**src/rtl/core/encoder_s_method_velocity_defines.svh**
```systemverilog
// ----------------------------------------------------------------------------
// Encoder S-method velocity: assertion macros
// Shared concurrent assertion forms, clocked on clk, quiet while rst_n is low.
// ----------------------------------------------------------------------------
`ifndef ENCODER_S_METHOD_VELOCITY_DEFINES_SVH
`define ENCODER_S_METHOD_VELOCITY_DEFINES_SVH

// Check that cons holds in the same cycle as ante
`define ESMV_ASSERT_IMP(label, ante, cons, msg) \
    label: assert property (@(posedge clk) disable iff (!rst_n) (ante) |-> (cons)) \
        else $error(msg);

// Check that cons holds in the cycle after ante
`define ESMV_ASSERT_NXT(label, ante, cons, msg) \
    label: assert property (@(posedge clk) disable iff (!rst_n) (ante) |=> (cons)) \
        else $error(msg);

`endif

```
**src/rtl/core/esmv_pkg.sv**
```systemverilog
// ----------------------------------------------------------------------------
// Encoder S-method velocity: package
// Widths, fixed-point constants, reset values and register indexes.
// ----------------------------------------------------------------------------
`default_nettype none

package esmv_pkg;

    // Port widths
    localparam int CFG_IDX_W  = 1;
    localparam int CFG_DATA_W = 32;
    localparam int COUNT_W    = 32;
    localparam int VEL_W      = 32;

    // Internal widths
    localparam int WIN_W      = 14;
    localparam int DECAY_W    = 17;

    // Restart the window once it runs past this many held samples
    localparam int HOLD_LIMIT = 10000;

    // Q0.16 one and rounding half
    localparam logic [DECAY_W-1:0] ONE_Q16  = 17'd65536;
    localparam logic [32:0]        HALF_Q16 = 33'd32768;

    // Reset values of the configuration registers
    localparam logic [31:0]        SCALE_RST       = 32'd411775;
    localparam logic [DECAY_W-1:0] DECAY_RST       = 17'd59299;
    // Rounded square of DECAY_RST in Q0.16
    localparam logic [DECAY_W-1:0] DECAY_POWER_RST = 17'd53656;

    // Configuration register indexes
    typedef enum logic [CFG_IDX_W-1:0] {
        REG_VELOCITY_SCALE = 1'b0,
        REG_DECAY_PER_SAMPLE = 1'b1
    } cfg_reg_t;

endpackage

`default_nettype wire

```
**src/rtl/core/encoder_s_method_velocity.sv**
```systemverilog
// A changed difference runs product, sum, scale, divide and filter (a first sample adds a
// power step; saturation skips the divide); a held sample updates the decay power and a
// restart pushes directly. One sample at a time, taken only in idle after the result is
// loaded. The 32-step restoring divide by 2k dominates the changed-difference path.
// Reset: configuration takes its reset values, history and filter state clear to zero,
// window length is two, and the sequencer returns to idle with no result pending.
// ----------------------------------------------------------------------------
// Encoder S-method velocity estimator
// Forms pulse differences, trapezoidal window sums, scale/k conversion and a
// first-order low-pass filter, all on one shared multiplier and a bit-serial
// divider under a small sequencer.
// ----------------------------------------------------------------------------
`default_nettype none

`include "encoder_s_method_velocity_defines.svh"

module encoder_s_method_velocity (
    input  wire logic                              clk,
    input  wire logic                              rst_n,
    // configuration write port
    input  wire logic                              cfg_write,
    input  wire logic [esmv_pkg::CFG_IDX_W-1:0]    cfg_index,
    input  wire logic [esmv_pkg::CFG_DATA_W-1:0]   cfg_data,
    // sample channel
    input  wire logic                              in_valid,
    output logic                                   in_stall,
    input  wire logic signed [esmv_pkg::COUNT_W-1:0] pulse_count,
    // result channel
    output logic                                   out_valid,
    input  wire logic                              out_stall,
    output logic signed [esmv_pkg::VEL_W-1:0]      velocity,
    output logic                                   updated
);

    import esmv_pkg::*;

    typedef enum logic [4:0] {
        ST_IDLE,
        ST_INIT,
        ST_INITP,
        ST_DECIDE,
        ST_PWR,
        ST_PROD,
        ST_S2,
        ST_MAG,
        ST_MLO,
        ST_MHI,
        ST_NSUM,
        ST_OVF,
        ST_DIV,
        ST_RAW,
        ST_FDIFF,
        ST_FMUL,
        ST_FOUT,
        ST_PUSH
    } state_t;

    // Control and architectural state
    state_t             state_reg, state_next;
    logic [31:0]        scale_reg, scale_next;
    logic [DECAY_W-1:0] decay_reg, decay_next;
    logic [31:0]        last_count_reg, last_count_next;
    logic [31:0]        prev_diff_reg, prev_diff_next;
    logic [WIN_W-1:0]   window_len_reg, window_len_next;
    logic [DECAY_W-1:0] decay_power_reg, decay_power_next;
    logic [31:0]        last_vel_reg, last_vel_next;
    logic               started_reg, started_next;
    logic               restart_pending_reg, restart_pending_next;
    logic               upd_pend_reg, upd_pend_next;
    logic               out_valid_reg, out_valid_next;
    logic [31:0]        velocity_reg, velocity_next;
    logic               updated_reg, updated_next;

    // Datapath registers
    logic [64:0]        mul_reg;
    logic [31:0]        diff_reg;
    logic [47:0]        s2_reg;
    logic [46:0]        mag_reg;
    logic               neg_reg;
    logic [63:0]        lo_reg;
    logic [79:0]        num_reg;
    logic               sat_reg;
    logic [14:0]        div_rem_reg;
    logic [31:0]        quo_reg;
    logic [4:0]         div_cnt_reg;
    logic [31:0]        raw_reg;
    logic               fneg_reg;
    logic [32:0]        fmag_reg;

    // Combinational datapath
    logic [DECAY_W-1:0] dec;
    logic [WIN_W-1:0]   win_k;
    logic [14:0]        divisor;
    logic [14:0]        odd_factor;
    logic [32:0]        mul_a;
    logic [31:0]        mul_b;
    logic [64:0]        mul_p;
    logic [32:0]        pwr_sum;
    logic [DECAY_W-1:0] pwr_round;
    logic [DECAY_W-1:0] gain;
    logic               prev_neg;
    logic [31:0]        prev_mag;
    logic [47:0]        diff_ext;
    logic [47:0]        prod_ext;
    logic [47:0]        prod_signed;
    logic [47:0]        s2_val;
    logic [47:0]        s2_abs;
    logic [79:0]        num_val;
    logic               num_ovf;
    logic [15:0]        div_trial;
    logic               div_ge;
    logic [15:0]        div_sub;
    logic [31:0]        quo_neg;
    logic [31:0]        raw_val;
    logic [32:0]        fdiff;
    logic [32:0]        fdiff_abs;
    logic [49:0]        delta_sum;
    logic [32:0]        delta;
    logic [33:0]        vel_wide;
    logic               in_xact;
    logic               out_xact;
    logic               out_free;

    // Handshake
    assign in_stall  = (state_reg != ST_IDLE);
    assign in_xact   = in_valid && !in_stall;
    assign out_xact  = out_valid_reg && !out_stall;
    assign out_free  = !out_valid_reg || !out_stall;
    assign out_valid = out_valid_reg;
    assign velocity  = velocity_reg;
    assign updated   = updated_reg;

    // Clamp decay to one; window length zero counts as one
    assign dec        = (decay_reg > ONE_Q16) ? ONE_Q16 : decay_reg;
    assign win_k      = (window_len_reg == '0) ? WIN_W'(1) : window_len_reg;
    assign divisor    = {win_k, 1'b0};
    assign odd_factor = divisor - 15'd3;
    assign gain       = ONE_Q16 - decay_power_reg;

    // Previous difference magnitude and sign
    assign prev_neg = prev_diff_reg[31];
    assign prev_mag = prev_neg ? (32'd0 - prev_diff_reg) : prev_diff_reg;

    // Select operands of the shared multiplier
    always_comb
    begin
        case (state_reg)
            ST_INIT:
            begin
                mul_a = {16'd0, dec};
                mul_b = {15'd0, dec};
            end
            ST_DECIDE:
            begin
                mul_a = {16'd0, decay_power_reg};
                mul_b = {15'd0, dec};
            end
            ST_PROD:
            begin
                mul_a = {1'b0, prev_mag};
                mul_b = {17'd0, odd_factor};
            end
            ST_MLO:
            begin
                mul_a = {1'b0, mag_reg[31:0]};
                mul_b = scale_reg;
            end
            ST_MHI:
            begin
                mul_a = {18'd0, mag_reg[46:32]};
                mul_b = scale_reg;
            end
            ST_FMUL:
            begin
                mul_a = fmag_reg;
                mul_b = {15'd0, gain};
            end
            default:
            begin
                mul_a = '0;
                mul_b = '0;
            end
        endcase
    end

    assign mul_p = {32'd0, mul_a} * {33'd0, mul_b};

    // Round a Q0.16 power product
    assign pwr_sum   = mul_reg[32:0] + HALF_Q16;
    assign pwr_round = pwr_sum[32:16];

    // Doubled trapezoidal sum
    assign diff_ext    = {{16{diff_reg[31]}}, diff_reg};
    assign prod_ext    = {1'b0, mul_reg[46:0]};
    assign prod_signed = prev_neg ? (48'd0 - prod_ext) : prod_ext;
    assign s2_val      = (win_k == WIN_W'(1)) ? {diff_ext[46:0], 1'b0}
                                              : (prod_signed + diff_ext);
    assign s2_abs      = s2_reg[47] ? (48'd0 - s2_reg) : s2_reg;

    // Numerator |s2|*scale + k, quotient overflow test
    assign num_val = {mul_reg[47:0], 32'd0} + {16'd0, lo_reg} + {66'd0, win_k};
    assign num_ovf = (num_reg[79:32] >= {33'd0, divisor});

    // One restoring divide step
    assign div_trial = {div_rem_reg, quo_reg[31]};
    assign div_ge    = (div_trial >= {1'b0, divisor});
    assign div_sub   = div_trial - {1'b0, divisor};

    // Signed, saturated raw velocity
    assign quo_neg = 32'd0 - quo_reg;
    always_comb
    begin
        if (neg_reg)
        begin
            raw_val = (sat_reg || (quo_reg > 32'h8000_0000)) ? 32'h8000_0000 : quo_neg;
        end
        else
        begin
            raw_val = (sat_reg || quo_reg[31]) ? 32'h7FFF_FFFF : quo_reg;
        end
    end

    // Filter step
    assign fdiff     = {raw_reg[31], raw_reg} - {last_vel_reg[31], last_vel_reg};
    assign fdiff_abs = fdiff[32] ? (33'd0 - fdiff) : fdiff;
    assign delta_sum = mul_reg[49:0] + {17'd0, HALF_Q16};
    assign delta     = delta_sum[48:16];
    assign vel_wide  = fneg_reg ? ({{2{last_vel_reg[31]}}, last_vel_reg} - {1'b0, delta})
                                : ({{2{last_vel_reg[31]}}, last_vel_reg} + {1'b0, delta});

    // Sequencer and architectural state next values
    always_comb
    begin
        state_next           = state_reg;
        scale_next           = scale_reg;
        decay_next           = decay_reg;
        last_count_next      = last_count_reg;
        prev_diff_next       = prev_diff_reg;
        window_len_next      = window_len_reg;
        decay_power_next     = decay_power_reg;
        last_vel_next        = last_vel_reg;
        started_next         = started_reg;
        restart_pending_next = restart_pending_reg;
        upd_pend_next        = upd_pend_reg;
        out_valid_next       = out_valid_reg;
        velocity_next        = velocity_reg;
        updated_next         = updated_reg;

        // Take configuration writes
        if (cfg_write)
        begin
            case (cfg_reg_t'(cfg_index))
                REG_VELOCITY_SCALE:   scale_next = cfg_data;
                REG_DECAY_PER_SAMPLE: decay_next = cfg_data[DECAY_W-1:0];
                default:              scale_next = scale_reg;
            endcase
        end

        // Drop a result once taken
        if (out_xact)
        begin
            out_valid_next = 1'b0;
        end

        case (state_reg)
            ST_IDLE:
            begin
                if (in_xact)
                begin
                    last_count_next = pulse_count;
                    state_next      = started_reg ? ST_DECIDE : ST_INIT;
                end
            end
            ST_INIT:
            begin
                state_next = ST_INITP;
            end
            ST_INITP:
            begin
                decay_power_next = pwr_round;
                started_next     = 1'b1;
                state_next       = ST_DECIDE;
            end
            ST_DECIDE:
            begin
                upd_pend_next = 1'b0;
                if (restart_pending_reg)
                begin
                    restart_pending_next = 1'b0;
                    prev_diff_next       = diff_reg;
                    window_len_next      = WIN_W'(1);
                    decay_power_next     = dec;
                    state_next           = ST_PUSH;
                end
                else if (diff_reg != prev_diff_reg)
                begin
                    state_next = ST_PROD;
                end
                else
                begin
                    if (window_len_reg > WIN_W'(HOLD_LIMIT))
                    begin
                        restart_pending_next = 1'b1;
                    end
                    window_len_next = window_len_reg + WIN_W'(1);
                    state_next      = ST_PWR;
                end
            end
            ST_PWR:
            begin
                decay_power_next = pwr_round;
                state_next       = ST_PUSH;
            end
            ST_PROD:  state_next = ST_S2;
            ST_S2:    state_next = ST_MAG;
            ST_MAG:   state_next = ST_MLO;
            ST_MLO:   state_next = ST_MHI;
            ST_MHI:   state_next = ST_NSUM;
            ST_NSUM:  state_next = ST_OVF;
            ST_OVF:
            begin
                state_next = num_ovf ? ST_RAW : ST_DIV;
            end
            ST_DIV:
            begin
                if (div_cnt_reg == 5'd31)
                begin
                    state_next = ST_RAW;
                end
            end
            ST_RAW:   state_next = ST_FDIFF;
            ST_FDIFF: state_next = ST_FMUL;
            ST_FMUL:  state_next = ST_FOUT;
            ST_FOUT:
            begin
                last_vel_next    = vel_wide[31:0];
                prev_diff_next   = diff_reg;
                window_len_next  = WIN_W'(1);
                decay_power_next = dec;
                upd_pend_next    = 1'b1;
                state_next       = ST_PUSH;
            end
            ST_PUSH:
            begin
                // Hold until the output register frees up
                if (out_free)
                begin
                    out_valid_next = 1'b1;
                    velocity_next  = last_vel_reg;
                    updated_next   = upd_pend_reg;
                    state_next     = ST_IDLE;
                end
            end
            default:
            begin
                state_next = ST_IDLE;
            end
        endcase
    end

    // Hold state, configuration and the output register
    always_ff @(posedge clk or negedge rst_n)
    begin
        if (!rst_n)
        begin
            state_reg           <= ST_IDLE;
            scale_reg           <= SCALE_RST;
            decay_reg           <= DECAY_RST;
            last_count_reg      <= '0;
            prev_diff_reg       <= '0;
            window_len_reg      <= WIN_W'(2);
            decay_power_reg     <= DECAY_POWER_RST;
            last_vel_reg        <= '0;
            started_reg         <= 1'b0;
            restart_pending_reg <= 1'b0;
            upd_pend_reg        <= 1'b0;
            out_valid_reg       <= 1'b0;
            velocity_reg        <= '0;
            updated_reg         <= 1'b0;
        end
        else
        begin
            state_reg           <= state_next;
            scale_reg           <= scale_next;
            decay_reg           <= decay_next;
            last_count_reg      <= last_count_next;
            prev_diff_reg       <= prev_diff_next;
            window_len_reg      <= window_len_next;
            decay_power_reg     <= decay_power_next;
            last_vel_reg        <= last_vel_next;
            started_reg         <= started_next;
            restart_pending_reg <= restart_pending_next;
            upd_pend_reg        <= upd_pend_next;
            out_valid_reg       <= out_valid_next;
            velocity_reg        <= velocity_next;
            updated_reg         <= updated_next;
        end
    end

    // Advance the datapath registers
    always_ff @(posedge clk)
    begin
        mul_reg <= mul_p;
        case (state_reg)
            ST_IDLE:
            begin
                if (in_xact)
                begin
                    diff_reg <= pulse_count - last_count_reg;
                end
            end
            ST_S2:
            begin
                s2_reg <= s2_val;
            end
            ST_MAG:
            begin
                mag_reg <= s2_abs[46:0];
                neg_reg <= s2_reg[47];
            end
            ST_MHI:
            begin
                lo_reg <= mul_reg[63:0];
            end
            ST_NSUM:
            begin
                num_reg <= num_val;
            end
            ST_OVF:
            begin
                sat_reg     <= num_ovf;
                div_rem_reg <= num_reg[46:32];
                quo_reg     <= num_reg[31:0];
                div_cnt_reg <= '0;
            end
            ST_DIV:
            begin
                div_rem_reg <= div_ge ? div_sub[14:0] : div_trial[14:0];
                quo_reg     <= {quo_reg[30:0], div_ge};
                div_cnt_reg <= div_cnt_reg + 5'd1;
            end
            ST_RAW:
            begin
                raw_reg <= raw_val;
            end
            ST_FDIFF:
            begin
                fneg_reg <= fdiff[32];
                fmag_reg <= fdiff_abs;
            end
            default:
            begin
                mag_reg <= mag_reg;
            end
        endcase
    end

    // Assertions
    `ESMV_ASSERT_NXT(a_accept_busy, in_xact, state_reg != ST_IDLE, "sample accepted but sequencer idle")
    `ESMV_ASSERT_IMP(a_power_range, state_reg != ST_IDLE, decay_power_reg <= ONE_Q16, "decay power above one")
    `ESMV_ASSERT_IMP(a_restart_window, restart_pending_reg, window_len_reg > WIN_W'(HOLD_LIMIT), "restart pending with short window")
    `ESMV_ASSERT_IMP(a_div_rem, state_reg == ST_DIV, div_rem_reg < divisor, "divide remainder not below divisor")
    `ESMV_ASSERT_NXT(a_update_window, state_reg == ST_FOUT, (window_len_reg == WIN_W'(1)) && upd_pend_reg, "window not restarted after update")

endmodule

`default_nettype wire
```
**config.mk**
```make
export PLATFORM = sky130hd
export DESIGN_NAME = encoder_s_method_velocity
export DESIGN_NICKNAME = d
export VERILOG_FILES = /design/src/rtl/core/esmv_pkg.sv /design/src/rtl/core/encoder_s_method_velocity.sv
export VERILOG_INCLUDE_DIRS = /design/src /design/src/rtl/core
export SDC_FILE = /design/constraint.sdc
export NUM_CORES = 2
export LEC_CHECK = 0
export BUFFER_PORTS_ARGS = -buffer_cell sky130_fd_sc_hd__buf_4
export CAP_MARGIN = 30
export CORE_MARGIN = 2
export CORE_UTILIZATION = 40
export CTS_BUF_LIST = sky130_fd_sc_hd__clkbuf_8
export DETAILED_ROUTE_END_ITERATION = 12
export SYNTH_ARGS = -nofsm -noshare
export SYNTH_HDL_FRONTEND = slang
export SYNTH_SLANG_ARGS = --single-unit
```
**constraint.sdc**
```tcl
create_clock -name clk -period 15.2 [get_ports clk]
set_input_delay 3.04 -clock clk [delete_from_list [all_inputs] [get_ports clk]]
set_output_delay 3.04 -clock clk [all_outputs]
set_load 0.005 [all_outputs]
```
Yosys cells after proc, flatten, opt, wreduce, memory -nomap -nowiden
Cells that the tools add are included.
{"block": "word_totals", "rom_bits": 0, "elab_cells": 146, "ff_bits": 673, "in_bits": 70, "ram_bits": 0, "latchBits": 0, "memories": 0}
{"block": "op_classes", "magnitude_cmp": 5, "n_shift": 0, "div_mod_pow": 0, "n_eq_ne": 25, "reduce_logical": 26, "add_sub_neg": 19, "bitwise": 1, "n_mul": 1, "n_mux": 39}
{"op": "2-to-1 mux 32 bit", "n": 7}
{"op": "case mux 33 bit (6 select lines)", "n": 1}
{"op": "case mux 32 bit (2 select lines)", "n": 2}
{"op": "case mux 32 bit (4 select lines)", "n": 1}
{"op": "2-to-1 mux 48 bit", "n": 2}
{"op": "case mux 5 bit (17 select lines)", "n": 1}
{"op": "adder 80 x 14 -> 80 bit", "n": 1}
{"op": "adder 80 x 64 -> 80 bit", "n": 1}
{"op": "multiplier 33 x 32 -> 64 bit", "n": 1}
{"op": "subtractor 1 x 32 -> 32 bit, first input constant", "n": 2}
{"op": "subtractor 32 bit", "n": 2}
{"op": "case mux 17 bit (3 select lines)", "n": 1}
{"op": "adder 48 x 16 -> 48 bit, second input constant", "n": 1}
{"op": "adder 48 bit", "n": 1}
{"op": ">= comparator 48 x 15 -> 1 bit", "n": 1}
{"op": "subtractor 1 x 47 -> 48 bit, first input constant", "n": 1}
{"op": "2-to-1 mux 47 bit", "n": 1}
{"op": "subtractor 1 x 47 -> 47 bit, first input constant", "n": 1}
{"op": "2-to-1 mux 14 bit", "n": 3}
{"op": "== test 5 x 4 -> 1 bit, second input constant", "n": 8}
{"op": "2-to-1 mux 17 bit", "n": 2}
{"op": "adder 33 x 16 -> 33 bit, second input constant", "n": 1}
{"op": "subtractor 1 x 33 -> 33 bit, first input constant", "n": 1}
{"op": "subtractor 32 x 32 -> 33 bit", "n": 1}
{"op": "38 further kinds", "n": 72}

Longest topological paths before layout
{"block": "logic_depth", "ltp_word": 5, "mapped_depth": 44, "mapped_depth_nobuf": 42}

Worst setup path before layout
OpenSTA, ideal clock, no wires.
{"block": "synth_timing", "kind": "reg-to-reg", "startpoint": "reg state_reg[3]", "endpoint": "reg mul_reg[63]", "synth_period_minus_slack_ns": 11.243, "required_ns": 15.079, "stages_incl_launch_ff": 38, "slack_ns": 3.957, "arrival_time_ns": 11.122, "path_cell_list": "dfrtp_1 > clkbuf_1 > nor2b_1 > nand2_1 > nor2_1 > clkbuf_1 > a22oi_1 > nand2_1 > a211o_1 > clkbuf_1 > clkbuf_1 > nand2_1 > fa_1 > inv_1 > fa_1 > fa_1 > fa_1 > inv_1 > [2 not listed] > inv_1 > fa_1 > inv_1 > fa_1 > inv_1 > ha_1 > clkbuf_1 > and3_1 > a22oi_1 > a211oi_1 > o21a_1 > o21a_1 > a21oi_1 > o41ai_1 > nor3_1 > o31ai_1 > a21oi_1 > xnor2_1"}
{"block": "synth_between", "elab_chain_len": 4, "elab_cells_between_ends": 11}
{"element": "start: declaration", "line_no": "encoder_s_method_velocity.sv:59", "text": "state_t state_reg, state_next;"}
{"element": "start signal: assignment", "line_no": "encoder_s_method_velocity.sv:383", "text": "state_reg <= state_next;"}
{"element": "== test 5 x 4 -> 1 bit, or another cell as far along", "line_no": "encoder_s_method_velocity.sv:147", "text": "case (state_reg)"}
{"element": "OR reduction 2 bit (no source line)"}
{"element": "case mux 32 bit (4 select lines)", "line_no": "encoder_s_method_velocity.sv:147"}
{"element": "multiplier 33 x 32 -> 64 bit *", "line_no": "encoder_s_method_velocity.sv:186", "text": "assign mul_p = {32'd0, mul_a} * {33'd0, mul_b};"}
{"element": "via mul_p[63]", "line_no": "encoder_s_method_velocity.sv:97", "text": "logic [64:0] mul_p;"}
{"element": "end signal: assignment", "line_no": "encoder_s_method_velocity.sv:403", "text": "mul_reg <= mul_p;"}
{"element": "end: declaration", "line_no": "encoder_s_method_velocity.sv:75", "text": "logic [64:0] mul_reg;"}
Mark *: on every way through the listed nets, which the timed path passes. The rest lies on a longest branch.
A chain may end at the register's enable or synchronous reset.

Final worst setup path
{"block": "layout_timing", "startpoint": "reg window_len_reg[6]", "endpoint": "reg mul_reg[58]"}
{"block": "layout_between", "elab_chain_len": 5}
{"element": "start: declaration", "line_no": "encoder_s_method_velocity.sv:64", "text": "logic [WIN_W-1:0] window_len_reg, window_len_next;"}
{"element": "start signal: assignment", "line_no": "encoder_s_method_velocity.sv:388", "text": "window_len_reg <= window_len_next;"}
{"element": "zero test 14 bit", "line_no": "encoder_s_method_velocity.sv:135", "text": "assign win_k = (window_len_reg == '0) ? WIN_W'(1) : window_len_reg;"}
{"element": "2-to-1 mux 14 bit *", "line_no": "encoder_s_method_velocity.sv:135"}
{"element": "subtractor 15 x 2 -> 15 bit *", "line_no": "encoder_s_method_velocity.sv:137", "text": "assign odd_factor = divisor - 15'd3;"}
{"element": "case mux 32 bit (4 select lines) *", "line_no": "encoder_s_method_velocity.sv:147"}
{"element": "multiplier 33 x 32 -> 64 bit *", "line_no": "encoder_s_method_velocity.sv:186"}
{"element": "via mul_p[58]", "line_no": "encoder_s_method_velocity.sv:97"}
Marked as above.

==> results_dict.tcl <==
set metrics [dict create \
    rsz0062_at_grt "false" \
    postRouteAntennaNets 0 \
    final_common_cell "inv_1" \
    io_pins 105 \
    finalSetupViolCount 0 \
    synthesis.area_mm2 0.0752 \
    layout_common_cells "1,295 x inv_1, 1,182 x nand2_1, 931 x fa_1" \
    grt_overflow 0 \
    yosys_warnings 0 \
    ys_seq_elements 673 \
    synthArstFlopShare_pct 32.4 \
    num_vias 60600 \
    wl_per_cell_um 23.9 \
    syn_inst 8250 \
    hp-class "flip-flop to flip-flop" \
    status "completed" \
    first_global_vias 60900 \
    die_h_um 438 \
    via_per_inst 5.57 \
    clkLatencyLatePin_ps 890 \
    largest_register_ffs 80 \
    ir_drop_uv 127 \
    gp_congestion 1.00 \
    crit_required_ps 15920 \
    period_minus_slack_ps 11560 \
    fmax_mhz 86.5 \
    multi_input_area_mm2 0.0509 \
    critPathMaxStageDelay_ps 580 \
    tightest_slew_ps 1090 \
    p_leak_nw 36.5 \
    port_buffers 104 \
    drt_iter0_markers 5823 \
    cts.sinks 673 \
    setup.worst_path.end_class "flip-flop" \
    seqCellArea_mm2 0.0185 \
    cts_tree "done" \
    fillers 18200 \
    synth.distinct_cells 86 \
    critPathLaunchType "flip-flop" \
    core_area_mm2 0.187 \
    cp_max_fo 28 \
    die_w_um 438 \
    r2r_cells 36 \
    synth_flop_cell "edfxtp_1" \
    crit_arrival_ps 12290 \
    area_delta_synth_final_pct 9.29 \
    rrSetupSlack_ps 3640 \
    crit_top_cell "fa_1" \
    antenna_found_initial 17 \
    clk_path_buf_depth 3 \
    drive_gt1_share_pct 8.47 \
    hold_violations 0 \
    slew_headroom_pct 27.4 \
    cts_root_buf "clkbuf_8" \
    postCtsResizedCells 0 \
    drc 0 \
    cts_buffers 131 \
    final_core_util_pct 43.9 \
    drv_cap 0 \
    p_per_area_mw_per_mm2 176 \
    htree_levels 4 \
    dieArea_mm2 0.191 \
    fin_setup_tns_ps 0 \
    grt_pass1_wl_um 391000 \
    track_usage_pct 27.4 \
    cts_setup_buffers 0 \
    synth-edff-count 391 \
    slowest_stage "xnor2_1" \
    hold_depth 0 \
    syn_area_per_cell_um2 9.11 \
    worstSetupPathType "flip-flop to flip-flop" \
    ctsHoldBuffers 0 \
    fp-row-count 159 \
    maxSlewViolCount 0 \
    path_clk_slew_ps 70 \
    dp_hpwl_um 201000 \
    instances_no_fill 10900 \
    ys_seq_area_share_pct 24.6 \
    fin_nets 9745 \
    grt_start_max_net_pins 142 \
    initial_core_util_pct 40.2 \
    routed_wl_um 260000 \
    fin_crit_sh_pct 76.1 \
    skew_ps 86.0 \
    dp_cells 10600 \
    first_pass_iters 6 \
]
## Yosys cell counts, drive strengths merged, types with 25 or more instances
master	instances	share of area, %
nand4	60	0.50
o41ai	26	0.30
and2	51	0.42
ha	487	8.1
a221oi	28	0.33
fa	931	25
a21oi	299	2.0
a22oi	38	0.38
nand2	1183	5.9
inv	1256	6.3
o21ai	358	2.4
clkbuf	374	1.9
mux2	113	1.7
nand3	110	0.73
dfxtp	64	1.7
o21bai	37	0.37
and3	50	0.42
a21o	123	1.2
or3	43	0.36
a211oi	42	0.42
o21a	47	0.47
o311ai	25	0.29
nand2b	52	0.43
dfrtp	189	6.3
a31oi	45	0.37
or4	25	0.27
xnor2	373	4.3
o31ai	58	0.60
nor4	52	0.43
nor2b	45	0.37
dfstp	29	1.0
nor3	100	0.67
nor2	673	3.4
or2	26	0.22
edfxtp	391	16
xor2	174	2.0
## per-layer routing
layer | vias to the layer above | GRT usage, % | share of wire [%]
li1 | 27000 | - | -
met4 | 12 | 13.6 | 5.8
met5 | - | 0 | 0.031
met1 | 30200 | 37.0 | 41
met3 | 547 | 6.22 | 9.5
met2 | 2801 | 41.3 | 43
## path summary, 6_finish.rpt
check	end	startpoint
setup / recovery	mul_reg[58]	window_len_reg[6]
hold / removal	lo_reg[61]	mul_reg[61]
setup reg to reg	mul_reg[58]	window_len_reg[6]
hold reg to reg	lo_reg[61]	mul_reg[61]
max in group asynchronous	velocity[30]	rst_n
min in group asynchronous	scale_reg[26]	rst_n
## kinds of logic after synthesis
| group | after synthesis | synth area share, % |
|---|---|---|
| adder cells (fa/ha/maj) | 1418 | 32.9 |
| flip-flops | 673 | 24.6 |
| AND/OR/NAND/NOR | 2523 | 14.7 |
| multiplexers | 121 | 1.80 |
| XOR/XNOR | 547 | 6.37 |
| AO/OA/AOI/OAI | 1315 | 11.4 |
| buffers and inverters | 1651 | 8.24 |
| other | 2 | 0.00999 |
## stage by stage
step                cell area (µm²)  worst slack (ps)  power, W  hold slack, ps
floorplan                     75200              3960   0.00895             386
global placement              79100              3980    0.0122             387
detailed placement            79200              3890    0.0123             393
CTS                           82100              3830    0.0144             410
global route                  82200              3260    0.0155             422
finish                        82200              3640    0.0145             410
## worst max-delay path, delay by kind of cell (launching register included)
kind / cells / cell delay (ps)
compound gates: 6 / 1510
xor+xnor: 2 / 740
fa+ha+maj: 10 / 4480
buf+inv: 6 / 1090
flops: 1 / 470
simple gates: 12 / 3090
## power breakdown
group / switching (W) / leakage, nW / internal (W)
combinational: 0.00619 / 28.1 / 0.00318
sequential: 0.000557 / 6.84 / 0.00257
clock: 0.000889 / 1.59 / 0.00110
## layout make-up
type / instances / share of cell area [%]
diodes: 6 / 0.0183
clock buffers: 151 / 2.53
clock inverters: 91 / 0.938
inverters: 1256 / 5.74
multi-input cells: 5938 / 61.9
flip-flops and latches: 673 / 22.5
well taps: 2495 / 3.80
repair buffers: 257 / 2.50
(Power assumes the default switching activity.)
